File: src/sv/assert_macros.svh
// Assertion macros shared by the keycode queue modules.
`ifndef ASSERT_MACROS_SVH
`define ASSERT_MACROS_SVH

// A property checked on every clock edge outside reset.
`define KQH_ASSERT(lbl, prop, msg) \
    lbl: assert property (@(posedge aclk) disable iff (!aresetn) (prop)) else $error(msg);

// A condition that must never be seen outside reset.
`define KQH_NEVER(lbl, cond, msg) \
    lbl: assert property (@(posedge aclk) disable iff (!aresetn) !(cond)) else $error(msg);

`endif

File: src/sv/kqh_pkg.sv
// Package with the types, codes and helpers of the keycode queue.
package kqh_pkg;

    // Default number of queue slots; one slot always stays free.
    localparam int unsigned QUEUE_DEPTH_DEF = 16;

    // Fallback tick count after reset.
    localparam logic [15:0] FALLBACK_RESET = 16'd100;

    // Request type codes.
    localparam logic [1:0] REQ_KEY  = 2'd0;
    localparam logic [1:0] REQ_ACK  = 2'd1;
    localparam logic [1:0] REQ_TICK = 2'd2;

    // Control sequencer states.
    typedef enum logic {
        KQH_IDLE,
        KQH_FETCH
    } kqh_state_t;

    // One result transaction.
    typedef struct packed {
        logic       sent;
        logic [7:0] wire_byte;
        logic       dropped;
        logic       busy_res;
    } kqh_res_t;

    // The line byte is the code rotated left by one bit and then inverted.
    function automatic logic [7:0] wire_encode(input logic [7:0] code);
        wire_encode = ~{code[6:0], code[7]};
    endfunction

endpackage

File: src/sv/keycode_queue_with_handshake_unit.sv
// Keyboard transmitter: keycode ring queue with acknowledge handshake and fallback timer.
// Key codes, acknowledge samples and millisecond ticks enter as input transactions; each
// gives exactly one result transaction. The queue keeps QUEUE_DEPTH - 1 codes in a block
// RAM (its contents are not cleared at reset, and no clearing pass runs). An input that
// sends no code is answered from idle; one that sends a code takes the fetch state for
// the registered read of the queue RAM. The result sits in an output register, so a new
// transaction can be taken while the previous result is being collected. fallback_ticks
// resets to 100; the user must write it via cfg_we/cfg_wdata only when idle (unenforced).
module keycode_queue_with_handshake_unit #(
    parameter int unsigned QUEUE_DEPTH = kqh_pkg::QUEUE_DEPTH_DEF
) (
    input  logic        aclk,
    input  logic        aresetn,
    input  logic        cfg_we,
    input  logic [15:0] cfg_wdata,
    input  logic        s_valid,
    output logic        s_ready,
    input  logic [1:0]  s_req_type,
    input  logic [7:0]  s_key_code,
    input  logic        s_ack_level,
    output logic        m_valid,
    input  logic        m_ready,
    output logic        m_sent,
    output logic [7:0]  m_wire_byte,
    output logic        m_dropped,
    output logic        m_busy_res
);

    localparam int unsigned PtrW = $clog2(QUEUE_DEPTH);

    logic              out_free;
    logic              res_ld;
    kqh_pkg::kqh_res_t res;
    logic              ram_we;
    logic [PtrW-1:0]   ram_waddr;
    logic [7:0]        ram_wdata;
    logic              ram_re;
    logic [PtrW-1:0]   ram_raddr;
    logic [7:0]        ram_rdata;

    // Queue storage.
    kqh_ram #(
        .WIDTH (8),
        .DEPTH (QUEUE_DEPTH)
    ) u_ram (
        .aclk  (aclk),
        .we    (ram_we),
        .waddr (ram_waddr),
        .wdata (ram_wdata),
        .re    (ram_re),
        .raddr (ram_raddr),
        .rdata (ram_rdata)
    );

    // Pointers, flags and countdown.
    kqh_ctrl #(
        .QUEUE_DEPTH (QUEUE_DEPTH)
    ) u_ctrl (
        .aclk        (aclk),
        .aresetn     (aresetn),
        .cfg_we      (cfg_we),
        .cfg_wdata   (cfg_wdata),
        .s_valid     (s_valid),
        .s_ready     (s_ready),
        .s_req_type  (s_req_type),
        .s_key_code  (s_key_code),
        .s_ack_level (s_ack_level),
        .out_free    (out_free),
        .res_ld      (res_ld),
        .res         (res),
        .ram_we      (ram_we),
        .ram_waddr   (ram_waddr),
        .ram_wdata   (ram_wdata),
        .ram_re      (ram_re),
        .ram_raddr   (ram_raddr),
        .ram_rdata   (ram_rdata)
    );

    // Result channel register.
    kqh_outreg u_outreg (
        .aclk        (aclk),
        .aresetn     (aresetn),
        .res_ld      (res_ld),
        .res         (res),
        .out_free    (out_free),
        .m_valid     (m_valid),
        .m_ready     (m_ready),
        .m_sent      (m_sent),
        .m_wire_byte (m_wire_byte),
        .m_dropped   (m_dropped),
        .m_busy_res  (m_busy_res)
    );

endmodule

File: src/sv/kqh_ram.sv
// Generic single-write, single-read synchronous RAM with registered read data.
module kqh_ram #(
    parameter int unsigned WIDTH = 8,
    parameter int unsigned DEPTH = 16
) (
    input  logic                     aclk,
    input  logic                     we,
    input  logic [$clog2(DEPTH)-1:0] waddr,
    input  logic [WIDTH-1:0]         wdata,
    input  logic                     re,
    input  logic [$clog2(DEPTH)-1:0] raddr,
    output logic [WIDTH-1:0]         rdata
);

    logic [WIDTH-1:0] mem_reg [DEPTH];
    logic [WIDTH-1:0] rdata_reg;

    // Write port and registered read port.
    always_ff @(posedge aclk) begin
        if (we) begin
            mem_reg[waddr] <= wdata;
        end
        if (re) begin
            rdata_reg <= mem_reg[raddr];
        end
    end

    assign rdata = rdata_reg;

endmodule

File: src/sv/kqh_ctrl.sv
// Queue pointers, handshake flags, fallback countdown and the fetch sequencer.
`include "assert_macros.svh"

module kqh_ctrl #(
    parameter int unsigned QUEUE_DEPTH = kqh_pkg::QUEUE_DEPTH_DEF
) (
    input  logic                           aclk,
    input  logic                           aresetn,
    input  logic                           cfg_we,
    input  logic [15:0]                    cfg_wdata,
    input  logic                           s_valid,
    output logic                           s_ready,
    input  logic [1:0]                     s_req_type,
    input  logic [7:0]                     s_key_code,
    input  logic                           s_ack_level,
    input  logic                           out_free,
    output logic                           res_ld,
    output kqh_pkg::kqh_res_t              res,
    output logic                           ram_we,
    output logic [$clog2(QUEUE_DEPTH)-1:0] ram_waddr,
    output logic [7:0]                     ram_wdata,
    output logic                           ram_re,
    output logic [$clog2(QUEUE_DEPTH)-1:0] ram_raddr,
    input  logic [7:0]                     ram_rdata
);

    localparam int unsigned PtrW = $clog2(QUEUE_DEPTH);
    localparam logic [PtrW-1:0] PtrLast = PtrW'(QUEUE_DEPTH - 1);

    kqh_pkg::kqh_state_t state_reg, state_next;
    logic [PtrW-1:0] rd_ptr_reg, rd_ptr_next;
    logic [PtrW-1:0] wr_ptr_reg, wr_ptr_next;
    logic            awaiting_reg, awaiting_next;
    logic            armed_reg, armed_next;
    logic [15:0]     countdown_reg, countdown_next;
    logic [15:0]     fallback_ticks_reg;
    logic            fwd_reg, fwd_next;
    logic [7:0]      hold_reg, hold_next;

    logic            accept;
    logic            send;
    logic            dropped;
    logic [PtrW-1:0] rd_ptr_inc;
    logic [PtrW-1:0] wr_ptr_inc;

    // Ring pointers wrap at the last slot, so any depth works.
    function automatic logic [PtrW-1:0] ptr_inc(input logic [PtrW-1:0] ptr);
        ptr_inc = (ptr == PtrLast) ? '0 : ptr + 1'b1;
    endfunction

    assign rd_ptr_inc = ptr_inc(rd_ptr_reg);
    assign wr_ptr_inc = ptr_inc(wr_ptr_reg);

    assign ram_waddr = wr_ptr_reg;
    assign ram_wdata = s_key_code;
    assign ram_raddr = rd_ptr_reg;

    // Control registers and the fallback configuration register.
    always_ff @(posedge aclk) begin
        if (!aresetn) begin
            state_reg          <= kqh_pkg::KQH_IDLE;
            rd_ptr_reg         <= '0;
            wr_ptr_reg         <= '0;
            awaiting_reg       <= 1'b0;
            armed_reg          <= 1'b0;
            countdown_reg      <= '0;
            fallback_ticks_reg <= kqh_pkg::FALLBACK_RESET;
            fwd_reg            <= 1'b0;
        end else begin
            state_reg     <= state_next;
            rd_ptr_reg    <= rd_ptr_next;
            wr_ptr_reg    <= wr_ptr_next;
            awaiting_reg  <= awaiting_next;
            armed_reg     <= armed_next;
            countdown_reg <= countdown_next;
            fwd_reg       <= fwd_next;
            if (cfg_we) begin
                fallback_ticks_reg <= cfg_wdata;
            end
        end
    end

    // The held code for the forwarding path needs no reset.
    always_ff @(posedge aclk) begin
        hold_reg <= hold_next;
    end

    // Transaction decode, state update and result formation.
    always_comb begin
        state_next     = state_reg;
        rd_ptr_next    = rd_ptr_reg;
        wr_ptr_next    = wr_ptr_reg;
        awaiting_next  = awaiting_reg;
        armed_next     = armed_reg;
        countdown_next = countdown_reg;
        fwd_next       = fwd_reg;
        hold_next      = hold_reg;
        send           = 1'b0;
        dropped        = 1'b0;
        ram_we         = 1'b0;
        ram_re         = 1'b0;
        res_ld         = 1'b0;
        res            = '0;
        s_ready        = 1'b0;
        accept         = 1'b0;

        unique case (state_reg)
            kqh_pkg::KQH_IDLE: begin
                s_ready = out_free;
                accept  = s_valid && out_free;
                if (accept) begin
                    unique case (s_req_type)
                        kqh_pkg::REQ_KEY: begin
                            if (wr_ptr_inc == rd_ptr_reg) begin
                                dropped = 1'b1;
                            end else begin
                                ram_we      = 1'b1;
                                wr_ptr_next = wr_ptr_inc;
                                if (!awaiting_reg) begin
                                    // An empty queue sends the code just written.
                                    send      = 1'b1;
                                    fwd_next  = (rd_ptr_reg == wr_ptr_reg);
                                    hold_next = s_key_code;
                                end
                            end
                        end
                        kqh_pkg::REQ_ACK: begin
                            if (s_ack_level && awaiting_reg) begin
                                awaiting_next = 1'b0;
                                send          = (rd_ptr_reg != wr_ptr_reg);
                                fwd_next      = 1'b0;
                            end
                        end
                        kqh_pkg::REQ_TICK: begin
                            if (armed_reg) begin
                                if (countdown_reg <= 16'd1) begin
                                    countdown_next = '0;
                                    armed_next     = 1'b0;
                                    awaiting_next  = 1'b0;
                                    send           = (rd_ptr_reg != wr_ptr_reg);
                                    fwd_next       = 1'b0;
                                end else begin
                                    countdown_next = countdown_reg - 16'd1;
                                end
                            end
                        end
                        default: begin
                        end
                    endcase

                    if (send) begin
                        // Fetch the oldest code; the result follows next cycle.
                        rd_ptr_next    = rd_ptr_inc;
                        awaiting_next  = 1'b1;
                        countdown_next = fallback_ticks_reg;
                        armed_next     = 1'b1;
                        ram_re         = 1'b1;
                        state_next     = kqh_pkg::KQH_FETCH;
                    end else begin
                        res_ld       = 1'b1;
                        res.dropped  = dropped;
                        res.busy_res = awaiting_next;
                    end
                end
            end
            kqh_pkg::KQH_FETCH: begin
                res_ld        = 1'b1;
                res.sent      = 1'b1;
                res.wire_byte = kqh_pkg::wire_encode(fwd_reg ? hold_reg : ram_rdata);
                res.busy_res  = 1'b1;
                state_next    = kqh_pkg::KQH_IDLE;
            end
            default: begin
                state_next = kqh_pkg::KQH_IDLE;
            end
        endcase
    end

    `KQH_ASSERT(a_fetch_one_cycle, state_reg == kqh_pkg::KQH_FETCH |=> state_reg == kqh_pkg::KQH_IDLE, "fetch state held for more than one cycle")
    `KQH_ASSERT(a_wait_needs_countdown, awaiting_reg |-> armed_reg, "waiting for acknowledge without an armed countdown")
    `KQH_ASSERT(a_disarmed_is_zero, !armed_reg |-> countdown_reg == 16'd0, "disarmed countdown is not zero")
    `KQH_NEVER(a_no_write_while_fetch, ram_we && state_reg == kqh_pkg::KQH_FETCH, "queue written during a fetch")

endmodule

File: src/sv/kqh_outreg.sv
// Output register of the result channel.
`include "assert_macros.svh"

module kqh_outreg (
    input  logic              aclk,
    input  logic              aresetn,
    input  logic              res_ld,
    input  kqh_pkg::kqh_res_t res,
    output logic              out_free,
    output logic              m_valid,
    input  logic              m_ready,
    output logic              m_sent,
    output logic [7:0]        m_wire_byte,
    output logic              m_dropped,
    output logic              m_busy_res
);

    logic              m_valid_reg;
    kqh_pkg::kqh_res_t res_reg;

    // The slot is free when empty or when its transaction completes now.
    assign out_free = !m_valid_reg || m_ready;

    // Valid flag of the result slot.
    always_ff @(posedge aclk) begin
        if (!aresetn) begin
            m_valid_reg <= 1'b0;
        end else if (res_ld) begin
            m_valid_reg <= 1'b1;
        end else if (m_ready) begin
            m_valid_reg <= 1'b0;
        end
    end

    // Result payload.
    always_ff @(posedge aclk) begin
        if (res_ld) begin
            res_reg <= res;
        end
    end

    assign m_valid     = m_valid_reg;
    assign m_sent      = res_reg.sent;
    assign m_wire_byte = res_reg.wire_byte;
    assign m_dropped   = res_reg.dropped;
    assign m_busy_res  = res_reg.busy_res;

    `KQH_ASSERT(a_no_overwrite, res_ld |-> out_free, "result loaded over a pending transaction")
    `KQH_ASSERT(a_zero_when_idle_line, m_valid_reg && !res_reg.sent |-> res_reg.wire_byte == 8'd0, "line byte set without a send")

endmodule
File: config.mk
export PLATFORM = sky130hd
export DESIGN_NAME = keycode_queue_with_handshake_unit
export DESIGN_NICKNAME = d
export VERILOG_FILES = /design/src/sv/kqh_pkg.sv /design/src/sv/keycode_queue_with_handshake_unit.sv /design/src/sv/kqh_ram.sv /design/src/sv/kqh_ctrl.sv /design/src/sv/kqh_outreg.sv
export VERILOG_INCLUDE_DIRS = /design/src /design/src/sv
export SDC_FILE = /design/constraint.sdc
export NUM_CORES = 1
export LEC_CHECK = 0
export BUFFER_PORTS_ARGS = -buffer_cell sky130_fd_sc_hd__buf_2
export CAP_MARGIN = 25
export CORE_UTILIZATION = 41
export DETAILED_ROUTE_END_ITERATION = 10
export PLACE_DENSITY = 0.56
export REMOVE_ABC_BUFFERS = 1
export SYNTH_ARGS = -nofsm -noshare
export SYNTH_HDL_FRONTEND = slang
export SYNTH_SLANG_ARGS = --single-unit
export TNS_END_PERCENT = 5
File: constraint.sdc
create_clock -name aclk -period 3.9 [get_ports aclk]
set_clock_uncertainty 0.2 [all_clocks]
set_input_delay 0.39 -clock aclk [delete_from_list [all_inputs] [get_ports aclk]]
set_output_delay 0.39 -clock aclk [all_outputs]
set_load 0.05 [all_outputs]
==> results.sh, run 1 <==
export IMPL_place_congestion=0.860
export IMPL_rsz0062_at_grt="false"
export IMPL_wl_per_cell_um=19.3
export IMPL_yosys_area_share_simple=0.0800
export IMPL_postLayoutCoreUtil=0.483
export IMPL_finalSetupViolCount=0
export IMPL_sequentialPowerShare=0.507
export IMPL_drtIter0Drc=390
export IMPL_status="complete, no violations"
export IMPL_synth_area_leaders="edfxtp_1 (54%), dfxtp_1 (10%), mux4_2 (10%)"
export IMPL_period_minus_slack_ns=3.33
export IMPL_synth_compound_area_frac=0.0757
export IMPL_start_util=0.423
export IMPL_whs_ns=0.0129
export IMPL_crit_path_start_kind="flop"
export IMPL_final_common_cell="edfxtp_1"
export IMPL_port_buffers=44
export IMPL_yosys_most_used_dff="edfxtp_1"
export IMPL_total_power_mw=4.65
export IMPL_cts_path_max_buffers=2
export IMPL_switchingPower_mw=1.21
export IMPL_clock_latency_ns=0.44
export IMPL_switching_share=0.260
export IMPL_layout_common_cells="edfxtp_1 (155), buf_2 (44), dfxtp_1 (44)"
export IMPL_ys_async_sr_fraction=0
export IMPL_drc=0
export IMPL_yosys_area_share_adder=0.0159
export IMPL_place_inst=859
export IMPL_finalMaxSlewViolations=0
export IMPL_cts_max_level=4
export IMPL_final_nets=662
export IMPL_r2r_slack_ns=0.57
export IMPL_dieArea_um2=21700
export IMPL_cts_buffers=17
export IMPL_final_hold_violation_count=0
export IMPL_synth_top_family_by_area="multiplexers"
export IMPL_vias=4979
export IMPL_synth_xor_area_frac=0.0168
export IMPL_crit_type="reg2reg"
export IMPL_worst_pin_slew_ns=0.874
export IMPL_grt_pass1_vias=4918
export IMPL_combPwrFrac=0.095
export IMPL_coreArea_um2=20400
export IMPL_syn2layout_area_growth_pct=14.0
export IMPL_placed_area_um2=9120
export IMPL_gr_total_overflow=0
export IMPL_syn_inst=569
export IMPL_syn_area_um2=8650
export IMPL_ys_seq_elements=200
export IMPL_dp_slack_ns=0.617
export IMPL_n_antenna_cell=0
export IMPL_viasPerCell=5.52
export IMPL_grt_max_degree=28
export IMPL_crit_start="u_ctrl.ram_raddr[2]$_SDFFE_PN0P_"
export IMPL_worst_ir_drop_vdd_mv=0.269
export IMPL_ant_nets=0
export IMPL_path_clk_slew_ns=0.08
export IMPL_clkSinkCount=200
export IMPL_grt_pass1_wl_mm=28.0
export IMPL_cp_end_kind="flop"
export IMPL_slew_limit_headroom=0.416
export IMPL_crit_required_ns=3.81
export IMPL_p_per_area_nw_per_um2=471
export IMPL_rows=52
export IMPL_synth_warnings=0
export IMPL_ios=45
export IMPL_dp_hpwl_mm=11.8
export IMPL_drv_cap=0
export IMPL_fill_cells=1777
export IMPL_muxShareOfSynthArea=0.141
export IMPL_cellLeakagePower_nw=3.31
export IMPL_cts_tree="done"
export IMPL_fmax_mhz=300
export IMPL_first_pass_iters=5
export IMPL_rr_endpoint="u_ram.rdata[4]$_DFFE_PP_"
export IMPL_antenna_found_initial=0
export IMPL_ys_seq_area_frac=0.642
export IMPL_drt_wl_total_mm=17.4
export IMPL_drive_gt1_frac=0.242
export IMPL_intPower_mw=3.44
export IMPL_design_area_um2=9860
export IMPL_clock_root_buffer="clkbuf_16"
export IMPL_die_w_um=147
export IMPL_tns_ns=0
export IMPL_yosysUniqueCellTypes=62
export IMPL_period_share=0.855
export IMPL_path_max_fanout=20
export IMPL_die_h_um=147
export IMPL_synth_edff_count=155
export IMPL_holdCritPathClass="in2reg"
export IMPL_track_usage=0.170
export IMPL_r2r_cells=6
export IMPL_cp_arrival_ns=3.24
export IMPL_clockPowerShare=0.398
export IMPL_synth_top_area_frac=0.538
export IMPL_final_cells=902
export IMPL_r2r_start="u_ctrl.ram_raddr[2]$_SDFFE_PN0P_"
export IMPL_cp_endpoint="u_ram.rdata[4]$_DFFE_PP_"
export IMPL_synth_area_leader_cell="edfxtp_1"
export IMPL_final_setup_worst_slack_ns=0.565
export IMPL_largest_register_ffs=128
export IMPL_avgSynthCellArea_um2=15.2
-- power groups by stage --
| stage | clock network, mW | registers, mW | logic (mW) |
|---|---|---|---|
| floorplan | 0 | 2.44 | 0.255 |
| global placement | 0 | 2.40 | 0.426 |
| global route | 1.96 | 2.36 | 0.483 |
| detailed placement | 0 | 2.40 | 0.430 |
| finish | 1.85 | 2.36 | 0.442 |
| CTS | 1.89 | 2.36 | 0.442 |
-- routing by layer --
metal  GRT usage  wire length (µm)  vias up
met4      0.0546               214        0
met2       0.249              7680      148
met1       0.256              8750     2490
met5           0                 0        -
li1            -                 -     2325
met3      0.0307               781       16
-- layout make-up --
| type | instances | area (µm²) | area share |
|---|---|---|---|
| clock buffers | 17 | 425 | 0.0431 |
| clock inverters | 15 | 205 | 0.0208 |
| inverters | 15 | 56.3 | 0.00571 |
| multi-input cells | 317 | 2850 | 0.289 |
| flip-flops and latches | 200 | 5560 | 0.564 |
| well taps | 270 | 338 | 0.0343 |
| repair buffers | 68 | 428 | 0.0434 |
-- critical path, stage by stage, from the launching register on --
cell	delay [ns]
dfxtp_1	0.72
xnor2_1	0.14
nand4_1	0.20
a21boi_1	0.37
a32o_1	0.77
nand2_1	0.26
inv_1	0.33
-- what timing repair did --
item                                    in CTS  in global routing
hold buffers                                11                  0
resized for setup                            0                  0
hold endpoints to repair                    11                  0
buffers inserted                             0                  0
endpoints found under the setup margin       0                  0
-- cells in the mapped netlist (all sizes together), types with 3 or more instances --
library cell / n
a211oi: 4
a21oi: 13
a311oi: 12
a31oi: 17
and2: 10
and3: 5
buf: 17
clkbuf: 20
dfxtp: 45
edfxtp: 155
ha: 11
inv: 14
mux2i: 32
mux4: 40
nand2: 32
nand3: 13
nand4: 6
nor2: 40
nor3: 12
nor3b: 3
o21ai: 8
o22ai: 3
o31ai: 6
or3: 4
or4: 3
xnor2: 7
xor2: 6
-- kinds of logic after synthesis --
group	after synthesis
DFF	200
and+or+nand+nor	138
AOI/OAI and AO/OA	82
muxes	72
buffers and inverters	52
xor gates and xnor gates	14
adders and majority gates	11
-- worst min-delay path by stage --
stage | from | to | slack (ns) | depth (start not counted)
after floorplan | u_ctrl.fallback_ticks_reg[2]$_SDFFE_PN1P_ | u_ctrl.fallback_ticks_reg[2]$_SDFFE_PN1P_ | 0.24 | 2
after global placement | u_ctrl.fallback_ticks_reg[2]$_SDFFE_PN1P_ | u_ctrl.fallback_ticks_reg[2]$_SDFFE_PN1P_ | 0.27 | 2
after detailed placement | u_ctrl.fallback_ticks_reg[2]$_SDFFE_PN1P_ | u_ctrl.fallback_ticks_reg[2]$_SDFFE_PN1P_ | 0.28 | 2
after CTS | cfg_wdata[3] | u_ctrl.fallback_ticks_reg[3]$_SDFFE_PN0P_ | 0.006 | 3
after global routing | s_valid | u_outreg.m_valid$_SDFFE_PN0P_ | 0.02 | 3
final | cfg_wdata[3] | u_ctrl.fallback_ticks_reg[3]$_SDFFE_PN0P_ | 0.01 | 3
Note: power is estimated with default switching activity, not from simulation.
==> run 2, diff against run 1 <==
--- a/config.mk
+++ b/config.mk
@@ -11,6 +11,7 @@
 export CORE_UTILIZATION = 41
 export DETAILED_ROUTE_END_ITERATION = 10
 export PLACE_DENSITY = 0.56
+export RECOVER_POWER = 100
 export REMOVE_ABC_BUFFERS = 1
 export SYNTH_ARGS = -nofsm -noshare
 export SYNTH_HDL_FRONTEND = slang
==> run 2 against run 1 <==
  * Sequential cell count stayed put
  * Fmax is 3.8% lower
  * Clock-buffer cell count stayed put
  * Clock power hardly changed
  * Largest power group unchanged
==> results.sh, run 2 (synthesized netlist as in run 1, its figures left out) <==
export IMPL_first_pass_iters=5
export IMPL_layout_common_cells="edfxtp_1 (155), dfxtp_1 (44), nor2_1 (40), mux4_2 (40)"
export IMPL_tns_ns=0
export IMPL_total_power_mw=4.63
export IMPL_vias=4948
export IMPL_grt_max_degree=28
export IMPL_worst_ir_drop_vdd_mv=0.265
export IMPL_final_nets=662
export IMPL_clock_root_buffer="clkbuf_16"
export IMPL_slew_limit_headroom=0.159
export IMPL_cp_end_kind="flop"
export IMPL_antenna_found_initial=0
export IMPL_largest_register_ffs=128
export IMPL_track_usage=0.170
export IMPL_viasPerCell=5.49
export IMPL_postLayoutCoreUtil=0.479
export IMPL_dp_hpwl_mm=11.8
export IMPL_crit_required_ns=3.80
export IMPL_drt_wl_total_mm=17.5
export IMPL_drive_gt1_frac=0.188
export IMPL_worst_pin_slew_ns=1.26
export IMPL_whs_ns=0.0167
export IMPL_final_setup_worst_slack_ns=0.435
export IMPL_final_common_cell="edfxtp_1"
export IMPL_drv_cap=0
export IMPL_period_minus_slack_ns=3.47
export IMPL_design_area_um2=9780
export IMPL_crit_slowest_cell="a32o_1"
export IMPL_finalMaxSlewViolations=0
export IMPL_start_util=0.423
export IMPL_ios=45
export IMPL_coreArea_um2=20400
export IMPL_period_share=0.889
export IMPL_cp_top_family="compound AO/OA/AOI/OAI gates"
export IMPL_crit_type="reg2reg"
export IMPL_drtIter0Drc=371
export IMPL_cts_buffers=17
export IMPL_grt_pass1_wl_mm=28.0
export IMPL_cp_arrival_ns=3.37
export IMPL_clkSinkCount=200
export IMPL_ant_nets=0
export IMPL_cellLeakagePower_nw=3.20
export IMPL_crit_path_cell_trace="xnor2_1 -> nand4_1 -> a21boi_0 -> a32o_1 -> nand2_1 -> inv_1"
export IMPL_cp_num_buf_inv=1
export IMPL_rsz0062_at_grt="false"
export IMPL_holdCritPathClass="in2reg"
export IMPL_place_inst=859
export IMPL_port_buffers=44
export IMPL_gr_total_overflow=0
export IMPL_fmax_mhz=289
export IMPL_dieArea_um2=21700
export IMPL_p_per_area_nw_per_um2=474
export IMPL_place_congestion=0.860
export IMPL_die_h_um=147
export IMPL_grt_pass1_vias=4918
export IMPL_die_w_um=147
export IMPL_syn2layout_area_growth_pct=13.1
export IMPL_post_cts_setup_buffers=0
export IMPL_n_antenna_cell=0
export IMPL_cts_tree="done"
export IMPL_path_clk_slew_ns=0.08
export IMPL_cts_max_level=4
export IMPL_path_max_fanout=20
export IMPL_cts_resized=0
export IMPL_drc=0
export IMPL_final_cells=902
export IMPL_cts_path_max_buffers=2
export IMPL_placed_area_um2=9120
export IMPL_slowest_delay_ns=0.80
export IMPL_final_hold_violation_count=0
export IMPL_finalSetupViolCount=0
export IMPL_crit_path_start_kind="flop"
export IMPL_rows=52
export IMPL_clock_latency_ns=0.44
export IMPL_wl_per_cell_um=19.4
export IMPL_status="complete, no violations"
export IMPL_dp_slack_ns=0.617
[run 2: changes by cell type in the layout (fill, tap and decap cells not counted), sizes merged]
cell,previous run,this run
buf,57,28
clkbuf,17,46
[run 2: path summary, 6_finish.rpt]
kind	startpoint	to	slack (ns)	depth (start not counted)
hold / removal	cfg_wdata[3]	u_ctrl.fallback_ticks_reg[3]$_SDFFE_PN0P_	0.02	3
setup reg to reg	u_ctrl.ram_raddr[2]$_SDFFE_PN0P_	u_ram.rdata[4]$_DFFE_PP_	0.43	6
setup / recovery	u_ctrl.ram_raddr[2]$_SDFFE_PN0P_	u_ram.rdata[4]$_DFFE_PP_	0.43	6
hold reg to reg	u_ctrl.fallback_ticks_reg[0]$_SDFFE_PN0P_	u_ctrl.countdown_reg[0]$_SDFFE_PN0P_	0.29	2
[run 2: layout make-up]
| class | instances | area [µm²] |
|---|---|---|
| Inverter | 15 | 56.3 |
| Clock buffer | 17 | 425 |
| Fill cell | 1804 | 10700 |
| Clock inverter | 15 | 205 |
| Tap cell | 270 | 338 |
| Sequential cell | 200 | 5560 |
| Multi-Input combinational cell | 317 | 2820 |
| Timing Repair Buffer | 68 | 375 |
[run 2: report_power, final]
group | internal [mW] | total [mW] | switching, mW
Sequential | 2.33 | 2.36 | 0.0278
Combinational | 0.156 | 0.432 | 0.277
Clock | 0.949 | 1.85 | 0.897
Total | 3.43 | 4.63 | 1.20
[run 2: what timing repair did]
| action | 4_1_cts | 5_1_grt |
|---|---|---|
| hold endpoints to repair | 11 | 0 |
| hold buffers | 11 | 0 |
| setup endpoints to repair | 0 | 0 |
[run 2: metal layers]
layer  wire length, µm  part of all wire  global-route usage
met1              8900              0.51               0.256
met2              7660              0.44               0.249
met5                 0                 0                   0
met4               214             0.012              0.0546
met3               712             0.041              0.0307
[run 2: tightest hold or removal path, cell delays in order]
cell and delay [ns]:
buf_2 0.08, mux2i_1 0.06, nor2_1 0.07
==> run 3, diff against run 2 <==
==> constraint.sdc (replaced) <==
create_clock -name aclk -period 4.2 [get_ports aclk]
set_clock_uncertainty 0.2 [all_clocks]
set_input_delay 0.42 -clock aclk [delete_from_list [all_inputs] [get_ports aclk]]
set_output_delay 0.42 -clock aclk [all_outputs]
set_load 0.05 [all_outputs]
==> run 3 against run 2 <==
  * Critical path depth is 3 higher
  * Power is 9.9% lower
  * Setup slack better by 0.17 ns
  * Clock-buffer cell count is 1 higher
  * Global-route usage is 1.4 points higher
  * Die area stayed put
  * Clock power is 14% lower
  * Register-to-register slack better by 0.17 ns
  * First-iteration DRC count is 6.5% higher
  * Critical path type unchanged
==> results.sh, run 3 (synthesized netlist as in run 1, its figures left out) <==
export IMPL_switching_share=0.259
export IMPL_track_usage=0.185
export IMPL_ant_nets=0
export IMPL_die_w_um=147
export IMPL_vias=5036
export IMPL_syn2layout_area_growth_pct=11.1
export IMPL_period_minus_slack_ns=3.59
export IMPL_total_power_mw=4.18
export IMPL_clockPowerShare=0.381
export IMPL_dp_hpwl_mm=12.8
export IMPL_tns_ns=0
export IMPL_crit_type="reg2reg"
export IMPL_clkSinkCount=200
export IMPL_period_share=0.856
export IMPL_status="complete, no violations"
export IMPL_ios=45
export IMPL_final_hold_violation_count=0
export IMPL_clock_latency_ns=0.44
export IMPL_slew_limit_headroom=0.218
export IMPL_grt_pass1_wl_mm=29.9
export IMPL_drt_wl_total_mm=18.9
export IMPL_crit_path_start_kind="flop"
export IMPL_rsz0062_at_grt="false"
export IMPL_drive_gt1_frac=0.190
export IMPL_r2r_cells=9
export IMPL_cp_end_kind="flop"
export IMPL_port_buffers=44
export IMPL_sequentialPowerShare=0.525
export IMPL_cts_tree="done"
export IMPL_design_area_um2=9610
export IMPL_grt_pass1_vias=5098
export IMPL_placed_area_um2=9100
export IMPL_clock_root_buffer="clkbuf_16"
export IMPL_cts_path_max_buffers=2
export IMPL_gr_total_overflow=0
export IMPL_cellLeakagePower_nw=3.14
export IMPL_hold_depth=3
export IMPL_dieArea_um2=21700
export IMPL_drc=0
export IMPL_place_congestion=0.843
export IMPL_holdCritPathClass="in2reg"
export IMPL_fmax_mhz=278
export IMPL_final_nets=650
export IMPL_finalSetupViolCount=0
export IMPL_path_max_fanout=11
export IMPL_r2r_slack_ns=0.61
export IMPL_layout_common_cells="edfxtp_1 (155), dfxtp_1 (44), mux4_2 (40)"
export IMPL_rr_endpoint="u_ram.mem_reg[1][4]$_DFFE_PP_"
export IMPL_p_per_area_nw_per_um2=435
export IMPL_final_setup_worst_slack_ns=0.607
export IMPL_coreArea_um2=20400
export IMPL_wl_per_cell_um=21.3
export IMPL_cts_resized=0
export IMPL_largest_register_ffs=128
export IMPL_dp_slack_ns=0.948
export IMPL_finalMaxSlewViolations=0
export IMPL_die_h_um=147
export IMPL_combPwrFrac=0.094
export IMPL_first_pass_iters=4
export IMPL_grt_max_degree=27
export IMPL_drv_cap=0
export IMPL_crit_required_ns=4.06
export IMPL_final_common_cell="edfxtp_1"
export IMPL_viasPerCell=5.66
export IMPL_hp_start="cfg_wdata[2]"
export IMPL_start_util=0.423
export IMPL_worst_ir_drop_vdd_mv=0.258
export IMPL_switchingPower_mw=1.08
export IMPL_rows=52
export IMPL_r2r_start="u_ctrl.ram_waddr[0]$_SDFFE_PN0P_"
export IMPL_cts_buffers=17
export IMPL_cts_max_level=4
export IMPL_cp_arrival_ns=3.46
export IMPL_whs_endpoint="u_ctrl.fallback_ticks_reg[2]$_SDFFE_PN1P_"
export IMPL_antenna_found_initial=0
export IMPL_n_antenna_cell=0
export IMPL_drtIter0Drc=395
export IMPL_worst_pin_slew_ns=1.17
export IMPL_intPower_mw=3.09
export IMPL_path_clk_slew_ns=0.08
==> run 3: layer usage <==
layer  vias up  GRT usage  share of wire
met5         -          0              0
met4         0     0.0644          0.021
met3        25     0.0351          0.045
met2       145      0.278           0.45
met1      2559      0.268           0.48
li1       2307          -              -
==> run 3: critical path, cell delays in order (launching register included) <==
cell,delay (ns)
dfxtp_1,0.57
inv_1,0.12
ha_1,0.34
xor2_1,0.18
nor2_2,0.05
nand4_1,0.30
and3_1,0.46
nand2_1,0.22
nor3_1,0.18
clkbuf_1,0.60
==> run 3: power groups by stage <==
stage                     Sequential [mW]  Clock (mW)  Combinational, mW
final                                2.19        1.59              0.393
after detailed placement             2.24           0              0.399
after floorplan                      2.26           0              0.237
after global placement               2.23           0              0.394
after global routing                 2.20        1.69              0.430
after CTS                            2.19        1.62              0.403
==> run 3: through the flow <==
| stage | hold WS, ns | cells | util |
|---|---|---|---|
| 6_report | 0.0153 | 890 | 0.470 |
| 4_1_cts | 0.00723 | 890 | 0.474 |
| 3_5_place_dp | 0.277 | 856 | 0.445 |
| 3_3_place_gp | 0.276 | 856 | 0.445 |
| 2_1_floorplan | 0.239 | 532 | - |
| 5_1_grt | 0.0139 | 890 | 0.470 |
==> run 3: area by class of cell <==
| type | count | area [µm²] |
|---|---|---|
| flip-flops and latches | 200 | 5560 |
| inverters | 15 | 56.3 |
| fillers | 1809 | 10800 |
| clock buffers | 18 | 429 |
| well taps | 270 | 338 |
| repair buffers | 56 | 270 |
| multi-input cells | 317 | 2810 |
| clock inverters | 14 | 148 |
==> run 3: timing repair <==
action,CTS,global route
hold buffers,2,0
hold endpoints to repair,2,0
buffers inserted,0,0
==> run 3: worst max path at each step <==
stage	startpoint	endpoint	slack, ns	cells after the start
2_1_floorplan	u_ctrl.ram_raddr[0]$_SDFFE_PN0P_	u_outreg.m_busy_res$_DFFE_PP_	0.29	6
3_3_place_gp	u_ctrl.ram_waddr[0]$_SDFFE_PN0P_	u_ram.mem_reg[9][3]$_DFFE_PP_	0.96	7
3_5_place_dp	u_ctrl.ram_waddr[0]$_SDFFE_PN0P_	u_ram.mem_reg[9][2]$_DFFE_PP_	0.95	7
4_1_cts	u_ctrl.ram_waddr[0]$_SDFFE_PN0P_	u_ram.mem_reg[9][0]$_DFFE_PP_	0.92	7
5_1_grt	u_ctrl.ram_waddr[0]$_SDFFE_PN0P_	u_ram.mem_reg[1][0]$_DFFE_PP_	0.37	9
6_report	u_ctrl.ram_waddr[0]$_SDFFE_PN0P_	u_ram.mem_reg[1][4]$_DFFE_PP_	0.61	9
